## src/hdl/dpfc_ram.sv

```systemverilog
// Generic simple dual-port RAM, one write port and one registered read port.
`default_nettype none

module dpfc_ram #(
  parameter int WIDTH = 8,
  parameter int DEPTH = 16
) (
  input  wire logic                     clk,
  input  wire logic                     we,
  input  wire logic [$clog2(DEPTH)-1:0] waddr,
  input  wire logic [WIDTH-1:0]         wdata,
  input  wire logic [$clog2(DEPTH)-1:0] raddr,
  output      logic [WIDTH-1:0]         rdata
);

  logic [WIDTH-1:0] mem [DEPTH];

  always_ff @(posedge clk) begin
    if (we) begin
      mem[waddr] <= wdata;
    end
    rdata <= mem[raddr];
  end

endmodule

`default_nettype wire

```

## config.mk

```make
export PLATFORM = sky130hd
export DESIGN_NAME = dpfc_ram
export DESIGN_NICKNAME = d
export VERILOG_FILES = /design/src/hdl/dpfc_ram.sv
export SDC_FILE = /design/constraint.sdc
export NUM_CORES = 1
export LEC_CHECK = 0
export BUFFER_PORTS_ARGS = -buffer_cell sky130_fd_sc_hd__buf_4
export CORE_ASPECT_RATIO = 0.7
export CORE_MARGIN = 1.5
export CORE_UTILIZATION = 60
export CTS_CLUSTER_DIAMETER = 150
export DETAILED_ROUTE_END_ITERATION = 8
export HOLD_SLACK_MARGIN = 0.08
export PLACE_DENSITY = 0.78
export SLEW_MARGIN = 25
export SYNTH_ARGS = -nofsm -noshare
export SYNTH_HDL_FRONTEND = slang
export SYNTH_SLANG_ARGS = --single-unit
```

## constraint.sdc

```tcl
create_clock -name clk -period 2.1 [get_ports clk]
set_input_delay 0.42 -clock clk [delete_from_list [all_inputs] [get_ports clk]]
set_output_delay 0.42 -clock clk [all_outputs]
set_load 0.01 [all_outputs]
```

==> impl_metrics.tcl <==
set metrics [dict create \
    outcome "completed" \
    fp.dieH_um 80.5 \
    synth.most_common_cell "edfxtp_1" \
    synth_top_cells_by_count "128 x edfxtp_1, 18 x mux4_2, 16 x a22oi_1, 14 x mux4_1, 13 x nor2_1" \
    track_usage_pct 23.7 \
    finalSetupViolations 0 \
    clockBufferDepth 2 \
    drt_wl_total_mm 9.83 \
    hpwl_mm 6.05 \
    max_stage_delay_ns 0.59 \
    core_region_area_um2 8370 \
    ys_ff_latch 136 \
    insertion_delay_ns 0.41 \
    tns_ns 0 \
    rrSetupSlack_ns 0.73 \
    start_util_pct 61.5 \
    p_leak_nw 2.14 \
    required_ns 2.39 \
    max_slew.worst_pin.slew_ns 0.447 \
    drv_slew 0 \
    avgViaCountPerCell 6.21 \
    rsz0062_at_grt "no" \
    synth_edf_count 128 \
    fin_nets 304 \
    synth_cells 229 \
    cts.sinks 136 \
    holdCritPathClass "input pin to flip-flop" \
    cp_max_fo 14 \
    cts_buffers 17 \
    avgSynthCellArea_um2 22.5 \
    rows 28 \
    synth.top_cell.area_share_pct 74.7 \
    synth_flop_cell "edfxtp_1" \
    dr.pass1.iters 4 \
    place.gp.congestion 0.740 \
    cts_hold_buf 0 \
    slew_headroom_pct 70.2 \
    fin_worst_skew_ns 0.0112 \
    fill_cells 475 \
    post_drt_wl_per_cell_um 24.3 \
    powerDensity_nw_per_um2 1030 \
    dieArea_um2 9150 \
    hold_viol 0 \
    die_x_um 114 \
    timing.final.crit_share_pct 69.5 \
    cts-resized-gates 0 \
    grt_pass1_wl_mm 14.6 \
    drive_above_1_share_pct 31.8 \
    grt_pass1_vias 2472 \
    area_growth_pct 20.2 \
    first_iter_violations 217 \
    synthArstFlopShare_pct 0 \
    cp_cell_sequence "buf_4 -> buf_12 -> mux4_1 -> a22oi_1 -> nand2_1" \
    crit_slowest_cell "mux4_1" \
    drc 0 \
    via_count 2509 \
    critPathArrivalTime_ns 1.75 \
    antenna_cells 0 \
    grt_remaining_overflow 0 \
    ys_seq_area_share_pct 77.8 \
    synthesis.nets 247 \
    cp-end-kind "flip-flop" \
    synth_area_leader_cell "edfxtp_1" \
    fmax_mhz 686 \
    synth.area.top_cells "edfxtp_1 75%, mux4_2 7.9%, mux4_1 7.1%" \
    grt_max_degree 21 \
    io_buffers 25 \
    cts_tree "done" \
    cts.reportedPaths.clkPinSlew_ns 0.06 \
    antenna_found_initial 0 \
    yosysUniqueCellTypes 19 \
    ios 26 \
    cts_root_buffer "clkbuf_16" \
    finalPower_w 0.00637 \
    startpoint_type "input pin" \
    critPathKind "input pin to flip-flop" \
    syn-cell-area_um2 5150 \
    max_cap_violations 0 \
    finalCriticalPeriod_ns 1.46 \
    h-tree-depth 4 \
    yosys_warnings 0 \
    ir_drop_uv 704 \
    cts_setup_buffers 0 \
    ant_nets 0 \
]
-- through the flow --
stage / setup slack [ns] / cell area, µm² / instances / util, % / hold WS (ns)
2_1_floorplan: 0.187 / 5150 / 229 / - / 0.519
3_3_place_gp: 0.219 / 5580 / 372 / 66.6 / 0.657
3_5_place_dp: 0.203 / 5580 / 372 / 66.6 / 0.665
4_1_cts: 0.628 / 6190 / 404 / 73.9 / 0.310
5_1_grt: 0.546 / 6190 / 404 / 73.9 / 0.322
6_report: 0.641 / 6190 / 404 / 73.9 / 0.321
-- cell families (layout without fill, tap and decap cells) --
| group | Yosys count | count (layout) | share of synthesized area [%] |
|---|---|---|---|
| DFF | 136 | 136 | 77.8 |
| and+or+nand+nor | 35 | 35 | 3.18 |
| muxes | 32 | 32 | 15.0 |
| AOI/OAI and AO/OA | 16 | 16 | 2.33 |
| buffers and inverters | 10 | 80 | 1.68 |
-- final cells by class --
| type | instances | area [µm²] | share of cell area, % |
|---|---|---|---|
| Tap cell | 105 | 131 | 2.12 |
| Timing Repair Buffer | 48 | 385 | 6.23 |
| Multi-Input combinational cell | 83 | 1060 | 17.1 |
| Sequential cell | 136 | 4000 | 64.7 |
| Clock buffer | 23 | 488 | 7.89 |
| Clock inverter | 9 | 120 | 1.94 |
-- worst paths after layout --
kind	depth (start not counted)	from	end
max	5	raddr[0]	rdata[0]
min	1	wdata[4]	mem[14][4]
max reg2reg	3	mem[9][5]	rdata[5]
min reg2reg	3	mem[0][5]	rdata[5]
-- registers in the layout (all words and copies together) (netlist names) --
name,cells
mem,128
rdata,8
-- placed cells by master (no fill, tap or decap), types with 4 or more instances in the layout --
| master | count |
|---|---|
| a22oi_1 | 16 |
| buf_4 | 46 |
| clkbuf_16 | 17 |
| clkbuf_8 | 4 |
| dfxtp_1 | 8 |
| edfxtp_1 | 128 |
| mux4_1 | 14 |
| mux4_2 | 18 |
| nand2_1 | 9 |
| nor2_1 | 13 |
| nor3_1 | 4 |
-- critical path, delay by kind of cell --
family / cells / cell delay, ns
multiplexers: 1 / 0.59
buffers and inverters: 2 / 0.39
AND/OR/NAND/NOR: 1 / 0.08
AO/OA/AOI/OAI: 1 / 0.25
-- per-layer routing --
layer	GRT usage, %	vias up	part of all wire, %
li1	-	1089	-
met4	6.50	0	0.75
met3	7.92	10	6.4
met2	34.1	92	46
met5	0	-	0
met1	35.2	1318	47
-- power by group --
part	internal, W	total (W)	switching [W]
clock network	0.00198	0.00301	0.00103
logic	0.000146	0.000309	0.000163
registers	0.00304	0.00306	0.0000223
Power figures use the tool's default switching activity.
