### src/hdl/dpfc_pkg.sv
// Shared constants and types for the distinct prime factor counter.
`default_nettype none

package dpfc_pkg;

  // Largest value the factor table covers; the table holds 0 .. MAX_VALUE.
  localparam int unsigned MAX_VALUE = 1048575;
  localparam int unsigned DEPTH     = MAX_VALUE + 1;

  // Width of a table value, a table address and a walked-down query value.
  localparam int VW  = $clog2(DEPTH);
  // Sieve inner index, one bit of headroom above the table.
  localparam int JW  = VW + 1;
  // Square of the sieve prime.
  localparam int SQW = 2 * VW;

  localparam int QW = 20;  // query_value
  localparam int CW = 3;   // distinct_prime_count
  localparam logic [CW-1:0] COUNT_MAX = 3'd7;

  typedef logic [VW-1:0] val_t;

  // Access to the factor table.
  typedef struct packed {
    logic we;
    val_t waddr;
    val_t wdata;
    val_t raddr;
  } mem_req_t;

  // Request to the divider.
  typedef struct packed {
    logic start;
    val_t dividend;
    val_t divisor;
  } div_req_t;

endpackage

`default_nettype wire

### src/hdl/dpfc_div.sv
// Restoring divider, one quotient bit per cycle.
`default_nettype none

module dpfc_div (
  input  wire logic               clk,
  input  wire logic               rst_n,
  input  wire dpfc_pkg::div_req_t req,
  output      logic               done,
  output      dpfc_pkg::val_t     quotient
);

  localparam int CNTW = (dpfc_pkg::VW > 1) ? $clog2(dpfc_pkg::VW) : 1;

  logic                   busy_r;
  logic                   done_r;
  logic [CNTW-1:0]        cnt_r;
  dpfc_pkg::val_t         rem_r;
  dpfc_pkg::val_t         quo_r;
  dpfc_pkg::val_t         dsr_r;
  logic [dpfc_pkg::VW:0]  trial;
  logic                   fits;

  assign trial = {rem_r, quo_r[dpfc_pkg::VW-1]};
  assign fits  = trial >= {1'b0, dsr_r};

  always_ff @(posedge clk) begin
    if (!rst_n) begin
      busy_r <= 1'b0;
      done_r <= 1'b0;
      cnt_r  <= '0;
    end else begin
      done_r <= 1'b0;
      if (req.start) begin
        busy_r <= 1'b1;
        cnt_r  <= '0;
      end else if (busy_r) begin
        if (cnt_r == CNTW'(dpfc_pkg::VW - 1)) begin
          busy_r <= 1'b0;
          done_r <= 1'b1;
        end
        cnt_r <= cnt_r + CNTW'(1);
      end
    end
  end

  always_ff @(posedge clk) begin
    if (req.start) begin
      rem_r <= '0;
      quo_r <= req.dividend;
      dsr_r <= req.divisor;
    end else if (busy_r) begin
      rem_r <= fits ? dpfc_pkg::VW'(trial - {1'b0, dsr_r}) : dpfc_pkg::VW'(trial);
      quo_r <= {quo_r[dpfc_pkg::VW-2:0], fits};
    end
  end

  assign done     = done_r;
  assign quotient = quo_r;

endmodule

`default_nettype wire

### config.mk
export PLATFORM = sky130hd
export DESIGN_NAME = dpfc_div
export DESIGN_NICKNAME = d
export VERILOG_FILES = /design/src/hdl/dpfc_pkg.sv /design/src/hdl/dpfc_div.sv
export SDC_FILE = /design/constraint.sdc
export NUM_CORES = 1
export LEC_CHECK = 0
export BUFFER_PORTS_ARGS = -buffer_cell sky130_fd_sc_hd__buf_2
export CAP_MARGIN = 20
export CELL_PAD_IN_SITES_DETAIL_PLACEMENT = 1
export CELL_PAD_IN_SITES_GLOBAL_PLACEMENT = 1
export CORE_UTILIZATION = 40
export DETAILED_ROUTE_END_ITERATION = 8
export PLACE_DENSITY = 0.83
export SLEW_MARGIN = 15
export SYNTH_ARGS = -nofsm -noshare
export SYNTH_HDL_FRONTEND = slang
export SYNTH_SLANG_ARGS = --single-unit
### constraint.sdc
create_clock -name clk -period 3.48 [get_ports clk]
set_input_delay 0 -clock clk [delete_from_list [all_inputs] [get_ports clk]]
set_output_delay 0 -clock clk [all_outputs]
set_load 0.005 [all_outputs]
==> results.py <==
metrics = {
    "placed_design": {
        "dp_cells": 546,
        "gp_congestion": 0.964,
        "hpwl_um": 6950,
        "io_buffers": 63,
    },
    "cells_and_area": {
        "finalNonFillerCells": 603,
        "drive_gt1_frac": 0.236,
        "syn_to_final_growth_pct": 28.6,
        "antenna_cells": 0,
        "nets": 534,
    },
    "logic_synthesis": {
        "synth-warning-count": 0,
        "synth_top_cell_by_area": "edfxtp_1",
        "synth_cell_types": 59,
        "yosysMostFrequentCell": "edfxtp_1",
        "ys_seq_area_frac": 0.457,
        "synthDominantCellAreaShare": 0.315,
        "avgSynthCellArea_um2": 10.5,
        "syn_area_um2": 3810,
        "synthTopCellsByArea": "edfxtp_1, dfxtp_1, ha_1, mux2_2, nor2_1",
        "syn_inst": 364,
        "synth_flop_cell": "edfxtp_1",
        "synth.net_count": 429,
        "synthTopCellsByCount": "edfxtp_1, nor2_1, inv_1",
        "ys_seq_elements": 67,
        "synth_edf_count": 40,
        "async_flop_share": 0,
    },
    "routing": {
        "drt.antenna.violating_nets": 0,
        "drtIter0Drc": 109,
        "dr.pass1.iters": 4,
        "wl_per_cell_um": 19.4,
        "drt-total-wl_um": 11700,
        "drc": 0,
        "vias": 3269,
        "post_drt_via_cell_ratio": 5.42,
    },
    "global_routing": {
        "grt_use_total": 0.249,
        "grt_pass1_vias": 3576,
        "grt_pass1_wl_um": 18700,
        "overflow": 0,
        "grt_max_degree": 61,
        "antenna_found_initial": 0,
    },
    "timing": {
        "post-route-period-util": 0.933,
        "hold_viol": 0,
        "fin_setup_tns_ps": 0,
        "timing.fmax_mhz": 308,
        "finalSetupViolations": 0,
        "slew_violations": 0,
        "rsz0062_at_grt": "no",
        "slew-limit-headroom": 0.283,
        "fin_crit_ps": 3250,
        "timing_worst_slew_pin_value_ps": 1080,
        "clock_skew_ps": 13.7,
    },
    "worst_setup_path": {
        "path_class": "flip-flop to flip-flop",
        "crit_required_ps": 3670,
        "crit_chain": "inv_1 > ha_1 > a21oi_1 > a211o_1 > a21oi_2 > o21ai_2 > o21ai_2 > buf_4 > mux2i_1 > a211oi_1",
        "crit_fanout": 21,
        "arrival_ps": 3440,
        "worstReg2RegStart": "dsr_r[2]",
        "worst_setup_path_end_kind": "flip-flop",
        "cp_top_family": "compound AO/OA/AOI/OAI gates",
        "cp_slowest_cell": "o21ai_2",
        "max_stage_delay_ps": 830,
        "cp_num_buf_inv": 2,
        "cp-start-kind": "flip-flop",
        "cpMostUsedCell": "o21ai_2",
        "startpoint": "dsr_r[2]",
    },
    "clock_tree": {
        "clock_sinks": 67,
        "cts-root-buf": "clkbuf_8",
        "clockBufferDepth": 2,
        "cts_tree": "yes",
        "cts_made_buffers": 9,
        "h-tree-depth": 3,
        "clkSlewWorstSetupHoldPaths_ps": 90,
        "clk_latency_ps": 360,
        "cts_resized": 0,
    },
    "die": {
        "die_area_um2": 9930,
        "coreArea_um2": 9240,
        "rows": 35,
        "fp.dieW_um": 99.6,
        "initial_utilization": 0.413,
        "num_io_pins": 64,
        "dieHeight_um": 99.6,
    },
    "run_status": {
        "status": "finished, final reports clean",
    },
    "power_and_ir_drop": {
        "p_leak_nw": 1.99,
        "max-vdd-ir-drop_mv": 0.303,
        "cellPowerDensity_nw_per_um2": 476,
    },
    "min_path": {
        "hold_start": "req[40]",
        "hold_class": "primary input to flip-flop",
    },
    "run": {
        "maxCapViolations": 0,
    },
}
## placed cells by master (no fill, tap or decap), types with 3 or more instances in the layout
cell	n
nand3_1	12
o21ai_0	15
nor2b_1	4
o21bai_1	3
and3_1	3
nor3_1	6
or3_1	3
nand2_1	19
edfxtp_1	40
nor4_1	5
mux2i_1	12
a211oi_1	10
o21a_1	5
buf_4	3
a21oi_1	16
dlygate4sd3_1	41
xnor2_1	9
mux2_2	21
inv_1	28
clkbuf_8	9
dfxtp_1	27
nand3b_1	3
xor2_1	7
nor2_1	35
ha_1	21
nand4_1	4
buf_2	63
## cell families after synthesis
family,after synthesis,synth area share
flip-flops,67,0.457
buffers and inverters,41,0.0466
multiplexers,33,0.0935
AO/OA/AOI/OAI,81,0.159
XOR/XNOR,16,0.0367
adder cells (fa/ha/maj),22,0.0741
AND/OR/NAND/NOR,104,0.134
## flip-flops by register name, indices dropped and copies added, names as in the netlist
register	cells
rem_r	20
done	1
dsr_r	20
quotient	20
busy_r	1
cnt_r	5
## power breakdown
group          internal [mW]  switching, mW
clock network          0.496          0.347
logic                  0.241          0.292
registers              0.914         0.0456
total                   1.65          0.684
## routing by layer
metal	vias to the layer above	wire [µm]	global-route usage
met5	-	0	0
met4	0	353	0.101
met3	23	512	0.0527
met2	99	6010	0.452
met1	1602	4850	0.284
li1	1545	-	-
## stage by stage
step                      area, µm²  hold WS [ps]  worst slack, ps  utilization  power [mW]
after floorplan                3810          98.9             1140            -        1.30
after global placement         4240           176              447        0.459        1.43
after CTS                      4910          41.0              286        0.531        2.32
final                          4910          42.8              234        0.531        2.33
after detailed placement       4240           179              392        0.459        1.45
after global routing           4910          75.0            0.452        0.531        2.43
## final timing paths
check                                  to  slack [ps]  cells past startpoint
worst max-delay path             rem_r[2]         230                     10
worst min-delay path            rem_r[18]          40                      4
worst max register to register   rem_r[2]         230                     10
worst min register to register  rem_r[19]         490                      2
## repair_timing
action	4_1_cts	5_1_grt
setup buffers	0	0
hold endpoints to repair	41	0
hold buffers	41	0
## final cells by class
cell class / count / area [µm²]
multi-input cells: 256 / 1890
fillers: 1033 / 4330
repair buffers: 107 / 748
clock inverters: 4 / 77.6
well taps: 129 / 161
inverters: 28 / 105
flip-flops and latches: 67 / 1740
clock buffers: 12 / 178
## worst min-delay path, cell delays in order
cell     delay (ps)
buf_2           100
nor2_1          100
nand2_1          90
nand3_1          50
No activity file was read; power rests on OpenSTA's default activity.
