## src/hdl/dpfc_pkg.sv

```systemverilog
// Shared constants and types for the distinct prime factor counter.
`default_nettype none

package dpfc_pkg;

  // Largest value the factor table covers; the table holds 0 .. MAX_VALUE.
  localparam int unsigned MAX_VALUE = 1048575;
  localparam int unsigned DEPTH     = MAX_VALUE + 1;

  // Width of a table value, a table address and a walked-down query value.
  localparam int VW  = $clog2(DEPTH);
  // Sieve inner index, one bit of headroom above the table.
  localparam int JW  = VW + 1;
  // Square of the sieve prime.
  localparam int SQW = 2 * VW;

  localparam int QW = 20;  // query_value
  localparam int CW = 3;   // distinct_prime_count
  localparam logic [CW-1:0] COUNT_MAX = 3'd7;

  typedef logic [VW-1:0] val_t;

  // Access to the factor table.
  typedef struct packed {
    logic we;
    val_t waddr;
    val_t wdata;
    val_t raddr;
  } mem_req_t;

  // Request to the divider.
  typedef struct packed {
    logic start;
    val_t dividend;
    val_t divisor;
  } div_req_t;

endpackage

`default_nettype wire

```

## src/hdl/dpfc_sieve.sv

```systemverilog
// Table builder: clears the table, then fills smallest prime factors by sieve.
`default_nettype none

module dpfc_sieve (
  input  wire logic               clk,
  input  wire logic               rst_n,
  input  wire dpfc_pkg::val_t     rdata,
  output      dpfc_pkg::mem_req_t req,
  output      logic               built
);

  typedef enum logic [2:0] {
    S_CLEAR, S_OUT_RD, S_OUT_CHK, S_SQ, S_INNER, S_DONE
  } state_t;

  state_t                    state_r, state_nxt;
  dpfc_pkg::val_t            addr_r, addr_nxt;
  dpfc_pkg::val_t            i_r, i_nxt;
  logic [dpfc_pkg::JW-1:0]   j_r, j_nxt;
  logic [dpfc_pkg::SQW-1:0]  sq_r, sq_nxt;
  logic                      pend_r, pend_nxt;
  dpfc_pkg::val_t            pend_addr_r, pend_addr_nxt;
  logic                      last_i;

  assign last_i = i_r == dpfc_pkg::VW'(dpfc_pkg::MAX_VALUE);

  always_comb begin
    state_nxt     = state_r;
    addr_nxt      = addr_r;
    i_nxt         = i_r;
    j_nxt         = j_r;
    sq_nxt        = sq_r;
    pend_nxt      = pend_r;
    pend_addr_nxt = pend_addr_r;
    req.we        = 1'b0;
    req.waddr     = addr_r;
    req.wdata     = '0;
    req.raddr     = i_r;

    unique case (state_r)
      S_CLEAR: begin
        // entries 0 and 1 hold 1, all others start at 0 (no factor yet)
        req.we    = 1'b1;
        req.waddr = addr_r;
        req.wdata = (addr_r < dpfc_pkg::VW'(2)) ? dpfc_pkg::VW'(1) : '0;
        if (addr_r == dpfc_pkg::VW'(dpfc_pkg::MAX_VALUE)) begin
          i_nxt     = dpfc_pkg::VW'(2);
          state_nxt = S_OUT_RD;
        end else begin
          addr_nxt = addr_r + dpfc_pkg::VW'(1);
        end
      end
      S_OUT_RD: begin
        req.raddr = i_r;
        state_nxt = S_OUT_CHK;
      end
      S_OUT_CHK: begin
        if (rdata == '0) begin
          // i is prime
          req.we    = 1'b1;
          req.waddr = i_r;
          req.wdata = i_r;
          sq_nxt    = dpfc_pkg::SQW'(i_r) * dpfc_pkg::SQW'(i_r);
          state_nxt = S_SQ;
        end else if (last_i) begin
          state_nxt = S_DONE;
        end else begin
          i_nxt     = i_r + dpfc_pkg::VW'(1);
          state_nxt = S_OUT_RD;
        end
      end
      S_SQ: begin
        if (sq_r > dpfc_pkg::SQW'(dpfc_pkg::MAX_VALUE)) begin
          if (last_i) begin
            state_nxt = S_DONE;
          end else begin
            i_nxt     = i_r + dpfc_pkg::VW'(1);
            state_nxt = S_OUT_RD;
          end
        end else begin
          j_nxt     = dpfc_pkg::JW'(sq_r);
          pend_nxt  = 1'b0;
          state_nxt = S_INNER;
        end
      end
      S_INNER: begin
        // read at j while the entry read last cycle is written back if still 0
        if (pend_r && rdata == '0) begin
          req.we    = 1'b1;
          req.waddr = pend_addr_r;
          req.wdata = i_r;
        end
        if (j_r <= dpfc_pkg::JW'(dpfc_pkg::MAX_VALUE)) begin
          req.raddr     = dpfc_pkg::VW'(j_r);
          pend_nxt      = 1'b1;
          pend_addr_nxt = dpfc_pkg::VW'(j_r);
          j_nxt         = j_r + dpfc_pkg::JW'(i_r);
        end else begin
          pend_nxt = 1'b0;
          if (!pend_r) begin
            if (last_i) begin
              state_nxt = S_DONE;
            end else begin
              i_nxt     = i_r + dpfc_pkg::VW'(1);
              state_nxt = S_OUT_RD;
            end
          end
        end
      end
      S_DONE: begin
      end
      default: state_nxt = S_CLEAR;
    endcase
  end

  always_ff @(posedge clk) begin
    if (!rst_n) begin
      state_r <= S_CLEAR;
      addr_r  <= '0;
      pend_r  <= 1'b0;
      built   <= 1'b0;
    end else begin
      state_r <= state_nxt;
      addr_r  <= addr_nxt;
      pend_r  <= pend_nxt;
      built   <= state_nxt == S_DONE;
    end
  end

  always_ff @(posedge clk) begin
    i_r         <= i_nxt;
    j_r         <= j_nxt;
    sq_r        <= sq_nxt;
    pend_addr_r <= pend_addr_nxt;
  end

endmodule

`default_nettype wire

```

## config.mk

```make
export PLATFORM = sky130hd
export DESIGN_NAME = dpfc_sieve
export DESIGN_NICKNAME = d
export VERILOG_FILES = /design/src/hdl/dpfc_pkg.sv /design/src/hdl/dpfc_sieve.sv
export SDC_FILE = /design/constraint.sdc
export NUM_CORES = 1
export LEC_CHECK = 0
export ABC_AREA = 1
export BUFFER_PORTS_ARGS = -buffer_cell sky130_fd_sc_hd__buf_2
export CAP_MARGIN = 5
export CORE_MARGIN = 3
export CORE_UTILIZATION = 50
export CTS_CLUSTER_SIZE = 30
export DETAILED_ROUTE_END_ITERATION = 16
export GPL_TIMING_DRIVEN = 0
export PLACE_DENSITY = 0.7
export REMOVE_ABC_BUFFERS = 1
export SLEW_MARGIN = 20
export SYNTH_ARGS = -nofsm -noshare
export SYNTH_HDL_FRONTEND = slang
export SYNTH_SLANG_ARGS = --single-unit
```

## constraint.sdc

```tcl
create_clock -name clk -period 8.11 [get_ports clk]
set_input_delay 0.4055 -clock clk [delete_from_list [all_inputs] [get_ports clk]]
set_output_delay 0.4055 -clock clk [all_outputs]
set_load 0.05 [all_outputs]
```

==> results of run 1 <==
path summary, 6_finish.rpt:
kind,start,end,slack [ns]
worst max-delay path,i_r[6]$_SDFFCE_PN0P_,sq_r[36]$_DFFE_PP_,0.75
worst min register to register,addr_r[19]$_SDFFE_PN0P_,addr_r[19]$_SDFFE_PN0P_,0.50
worst min-delay path,rst_n,addr_r[6]$_SDFFE_PN0P_,0.26
worst max register to register,i_r[6]$_SDFFCE_PN0P_,sq_r[36]$_DFFE_PP_,0.75
flip-flops by register name, summed over array words and instances, names as in the netlist:
register,flops
addr_r,20
i_r,20
sq_r,39
pend_r,1
pend_addr_r,20
built,1
state_r,3
j_r,21
power groups by stage:
| stage | Clock, mW | Sequential, mW | Combinational [mW] |
|---|---|---|---|
| finish | 0.743 | 0.687 | 0.0274 |
| global route | 0.776 | 0.687 | 0.0293 |
| CTS | 0.754 | 0.687 | 0.0273 |
| detailed placement | 0 | 0.701 | 0.0273 |
| global placement | 0 | 0.701 | 0.0270 |
| floorplan | 0 | 0.699 | 0.0163 |
cell usage in the layout, fill, tap and decap left out, types with 6 or more instances in the layout:
master     instances
nand3b_1          10
xnor2_1           15
xor2_1            47
edfxtp_1         100
fa_1             280
buf_8              9
ha_1             175
a21oi_1           73
nor2_1           173
inv_1            673
nor3_1            20
o21ai_0           79
nand3_1           87
clkbuf_16         17
buf_2             83
nand4_1           39
o211ai_1          17
nor2_2             6
nand2_1          774
dfxtp_1           25
o21bai_1           8
a31oi_1           11
routing by layer:
layer,vias to the layer above,wire length (um),global-route usage (%)
li1,8269,-,-
met1,8340,23900,36.4
met2,732,27500,45.5
met3,140,4670,4.52
met4,0,2540,11.8
met5,-,0,0
cells by family (layout without fill, tap and decap cells):
kind of cell,after synthesis,in the layout
compound gates,197,197
xor+xnor,62,62
buf+inv,756,809
flops,125,125
simple gates,1129,1129
fa+ha+maj,455,455
per-stage QoR:
step | util (%) | hold WS [ns] | power (mW) | worst slack (ns)
3_5_place_dp | 53.3 | 0.486 | 0.728 | 0.896
5_1_grt | 54.9 | 0.271 | 1.49 | 0.511
2_1_floorplan | - | 0.455 | 0.715 | 1.93
6_report | 54.9 | 0.264 | 1.46 | 0.752
3_3_place_gp | 52.8 | 0.482 | 0.728 | 0.782
4_1_cts | 54.6 | 0.242 | 1.47 | 0.817
worst min-delay path, delay by kind of cell:
kind                   cells  cell delay, ns
AO/OA/AOI/OAI              1            0.03
buffers and inverters      1            0.15
AND/OR/NAND/NOR            1            0.08
cell type report:
type | instances | area, um2
timing repair buffer | 97 | 681
inverter | 680 | 2550
tap | 525 | 657
clock buffer | 18 | 439
sequential | 125 | 3500
fill | 3776 | 18000
multi-input combinational | 1843 | 14000
clock inverter | 14 | 104
==> reports/metrics.yaml, run 1 <==
ys.flop_type: "edfxtp_1"
yosysUniqueCellTypes: 39
grt_max_degree: 40
max_slew_margin_pct: 19.8
fp.dieW_um: 208
cts-resized-gates: 0
cts_setup_buffers: 0
slew_viol_final: 0
status: "finished, final reports clean"
critPathTopFamily: "adder cells"
num_vias: 17500
gp_congestion: 0.992
rsz0062_at_grt: "no"
ios: 84
min_delay_path_depth: 3
ys_seq_elements: 125
cts_sinks: 125
core-area_um2: 40000
fin_area_um2: 22000
area_delta_synth_final_pct: 7.82
cts_root_buffer: "clkbuf_16"
drive_above_1_share_pct: 5.65
clk_pin_slew_ns: 0.07
clock.fmax_ghz: 0.136
placed_area_um2: 21300
synth_compound_area_share_pct: 5.31
crit_chain: "inv_1 > ha_1 > or2_2 > fa_1 > inv_1 > fa_1 > inv_1 > fa_1 > fa_1 > fa_1 > inv_1 > fa_1 > inv_1 > ha_1 > nand2_1 > nor2_1 > nand2_1 > inv_1 > nand4_1 > nand3_1 > nand2_1 > nand3_1 > nand2_1"
yosysWarnings: 0
powerDensity_nw_per_um2: 66.3
post-place-cells: 3263
antenna_found_initial: 1
timing.final.crit_share_pct: 90.7
endpoint_kind: "flop"
async_flop_share_pct: 0
synth.top_cell.area_share_pct: 27.5
synth-xor-area-share_pct: 2.66
setup_viol: 0
synthSimpleGateAreaFrac_pct: 22.5
netlist_area_um2: 20400
synth_cells: 2724
syn_area_per_cell_um2: 7.48
cp_num_buf_inv: 6
critPathMaxFanout: 22
cp.depth: 23
dp_hpwl_um: 47800
crit_path_top_delay_cell: "edfxtp_1"
ir_drop_uv: 82.5
max-clock-path-buffers: 2
pwr-share-seq_pct: 47.1
fp-row-count: 73
critPathRequiredTime_ns: 8.32
maxCapViolations: 0
first_pass_iters: 6
grt_usage_pct: 27.6
reg2reg_depth: 23
synth_top_family_by_area: "adder cells"
antenna_left: 0
p_leak_nw: 12.0
overflow: 0
intPower_mw: 1.10
post_drt_wl_per_cell_um: 17.8
crit_path_start_kind: "flop"
synth_area_leaders: "fa_1, edfxtp_1, nand2_1"
cts-htree-levels: 4
worstMarginPinSlew_ns: 1.20
crit_arrival_ns: 7.57
stdcell_count: 3302
finalClockSkew_ns: 0.0148
synth_edf_count: 100
drt-total-wl_um: 58700
cts_buffers: 17
routed_via_density: 5.29
nNetsFinal: 3241
drc: 0
grt_first_pass_wirelength_um: 94400
dieArea_um2: 43200
synth_mux_area_share_pct: 0
pwr-share-clk_pct: 51.0
die-height_um: 208
tns_ns: 0
finalHoldViolCount: 0
slowest_delay_ns: 1.14
crit_type: "flop to flop"
ys_seq_area_share_pct: 17.2
portBuffers: 83
netlist_top_cells_count: "nand2_1, inv_1, fa_1, nor2_1, ha_1"
grt_pass1_vias: 17700
combinationalPowerShare_pct: 1.9
insertion_delay_ns: 0.45
p_sw_mw: 0.361
start_util_pct: 50.9
cts_tree: "done"
drtIter0Drc: 1497
antenna_cells: 0
hold_class: "primary input to flop"
synth_largest_area_cell: "fa_1"
swShare_pct: 24.8
hold_buffers: 0
yosysMostFrequentCell: "nand2_1"
fin_crit_ns: 7.36
synthAdderAreaFrac_pct: 38.2
(Power assumes the default switching activity.)
==> run 2, diff against run 1 <==
GPL_TIMING_DRIVEN = default   (was 0)
==> reports/metrics.yaml, run 2 (synthesis results as in run 1) <==
post_drt_wl_per_cell_um: 18.2  # was 17.8 um
critPathRequiredTime_ns: 8.32  # about the same
pwr-share-clk_pct: 51.7  # was 51.0%
antenna_left: 0  # unchanged
cp_num_buf_inv: 5  # was 6
fp.dieW_um: 208  # unchanged
finalHoldViolCount: 0  # unchanged
dpl_worst_slack_ns: 1.15  # was 0.896 ns
crit_start: "i_r[7]$_SDFFCE_PN0P_"  # was i_r[6]$_SDFFCE_PN0P_
fin_ws_ns: 0.988  # was 0.752 ns
tns_ns: 0  # unchanged
antenna_cells: 0  # unchanged
largest_reg_flops: 39  # unchanged
combinationalPowerShare_pct: 1.8  # was 1.9%
drive_above_1_share_pct: 5.88  # was 5.65%
final_core_util_pct: 54.7  # was 54.9%
grt_usage_pct: 28.8  # was 27.6%
min_delay_path_depth: 3  # unchanged
overflow: 0  # unchanged
cts-htree-levels: 4  # unchanged
start_util_pct: 50.9  # unchanged
crit_path_start_kind: "flop"  # unchanged
n_fill_cell: 3813  # was 3776
slew_viol_final: 0  # unchanged
cts_tree: "done"  # unchanged
die-height_um: 208  # unchanged
largestRegisters: "sq_r: 39 flops, j_r: 21 flops"  # unchanged
hold_class: "primary input to flop"  # unchanged
grt_max_degree: 62  # was 40
crit_path_top_delay_cell: "edfxtp_1"  # unchanged
setup_viol: 0  # unchanged
num_vias: 17600  # was 17500
area_delta_synth_final_pct: 7.43  # was 7.82%
drt-total-wl_um: 60400  # was 58700 um
core-area_um2: 40000  # unchanged
cts_buffers: 17  # unchanged
critPathTopFamily: "adder cells"  # unchanged
worstMarginPinSlew_ns: 1.21  # was 1.20 ns
rsz0062_at_grt: "no"  # unchanged
grt_first_pass_wirelength_um: 98700  # was 94400 um
min_from: "rst_n"  # unchanged
p_sw_mw: 0.365  # was 0.361 mW
cts-resized-gates: 0  # unchanged
gp_congestion: 0.958  # was 0.992
nNetsFinal: 3251  # was 3241
portBuffers: 83  # unchanged
cts_sinks: 125  # unchanged
critPathMaxFanout: 23  # was 22
clk_pin_slew_ns: 0.07  # about the same
hold_buffers: 0  # unchanged
cts_root_buffer: "clkbuf_16"  # unchanged
finalClockSkew_ns: 0.0140  # was 0.0148 ns
fin_crit_ns: 7.12  # was 7.36 ns
final_cell_mix: "nand2_1, inv_1, fa_1"  # unchanged
crit_type: "flop to flop"  # unchanged
slowest_delay_ns: 1.05  # was 1.14 ns
antenna_found_initial: 0  # was 1
regMostFlops: "sq_r"  # unchanged
clock.fmax_ghz: 0.140  # was 0.136 GHz
hold_ws_ns: 0.252  # was 0.264 ns
drc: 0  # unchanged
ir_drop_uv: 105  # was 82.5 uV
first_pass_iters: 6  # unchanged
max_slew_margin_pct: 19.2  # was 19.8%
insertion_delay_ns: 0.46  # was 0.45 ns
dieArea_um2: 43200  # unchanged
maxCapViolations: 0  # unchanged
crit_top_cell: "fa_1"
timing.final.crit_share_pct: 87.8  # was 90.7%
pwr-share-seq_pct: 46.5  # was 47.1%
p_leak_nw: 12.0  # about the same
routed_via_density: 5.31  # was 5.29
crit_arrival_ns: 7.33  # was 7.57 ns
ios: 84  # unchanged
intPower_mw: 1.11  # was 1.10 mW
cp.depth: 24  # was 23
powerDensity_nw_per_um2: 67.4  # was 66.3 nW/um2
r2r-start: "i_r[7]$_SDFFCE_PN0P_"  # was i_r[6]$_SDFFCE_PN0P_
grt_pass1_vias: 18500  # was 17700
final_common_cell: "nand2_1"  # unchanged
crit_chain: "nand2_1 > xor2_1 > ha_1 > or2_2 > fa_1 > inv_1 > fa_1 > inv_1 > fa_1 > fa_1 > fa_1 > inv_1 > fa_1 > inv_1 > ha_1 > nand2_1 > nor2_1 > nand2_1 > inv_1 > nand4_1 > nand3_1 > nand2_1 > nand3_1 > nand2_1"  # was inv_1 > ha_1 > or2_2 > fa_1 > inv_1 > fa_1 > inv_1 > fa_1 > fa_1 > fa_1 > inv_1 > fa_1 > inv_1 > ha_1 > nand2_1 > nor2_1 > nand2_1 > inv_1 > nand4_1 > nand3_1 > nand2_1 > nand3_1 > nand2_1
dp_hpwl_um: 50000  # was 47800 um
endpoint_kind: "flop"  # unchanged
status: "finished, final reports clean"  # unchanged
fp-row-count: 73  # unchanged
swShare_pct: 24.7  # was 24.8%
reg2reg_depth: 24  # was 23
drtIter0Drc: 1676  # was 1497
max-clock-path-buffers: 2  # unchanged
cts_setup_buffers: 0  # unchanged
run 2: path summary, 6_finish.rpt:
path	to	slack (ns)
max reg2reg	sq_r[36]$_DFFE_PP_	0.99
min	state_r[0]$_SDFF_PN0_	0.25
min reg2reg	pend_addr_r[0]$_DFFE_PP_	0.51
max	sq_r[36]$_DFFE_PP_	0.99
run 2: power groups by stage:
stage / clock [mW] / sequential, mW / combinational [mW]
after floorplan: 0 / 0.699 / 0.0163
after CTS: 0.773 / 0.686 / 0.0271
final: 0.763 / 0.686 / 0.0271
after global placement: 0 / 0.700 / 0.0266
after detailed placement: 0 / 0.700 / 0.0270
after global routing: 0.795 / 0.686 / 0.0300
run 2: layer usage:
layer,wire [um],global-route usage [%]
met1,24800,37.9
met2,28400,48.0
met3,5070,5.68
met4,2140,9.46
met5,0,0
run 2: area by class of cell:
class | instances | area (um2) | share of cell area [%]
multi-input cells | 1843 | 14000 | 64.0
flip-flops and latches | 125 | 3500 | 16.0
inverters | 680 | 2550 | 11.7
well taps | 525 | 657 | 3.00
repair buffers | 107 | 596 | 2.72
clock buffers | 18 | 450 | 2.06
clock inverters | 14 | 120 | 0.549
run 2: per-stage QoR:
| step | cells | power [mW] | area (um2) |
|---|---|---|---|
| floorplan | 2648 | 0.715 | 20100 |
| global placement | 3280 | 0.727 | 21300 |
| detailed placement | 3280 | 0.727 | 21300 |
| CTS | 3312 | 1.49 | 21900 |
| global route | 3312 | 1.51 | 21900 |
| finish | 3312 | 1.48 | 21900 |
run 2: tightest hold or removal path, delay by kind of cell:
| kind | cells | cell delay, ns |
|---|---|---|
| buffers and inverters | 2 | 0.18 |
| and+or+nand+nor | 1 | 0.08 |
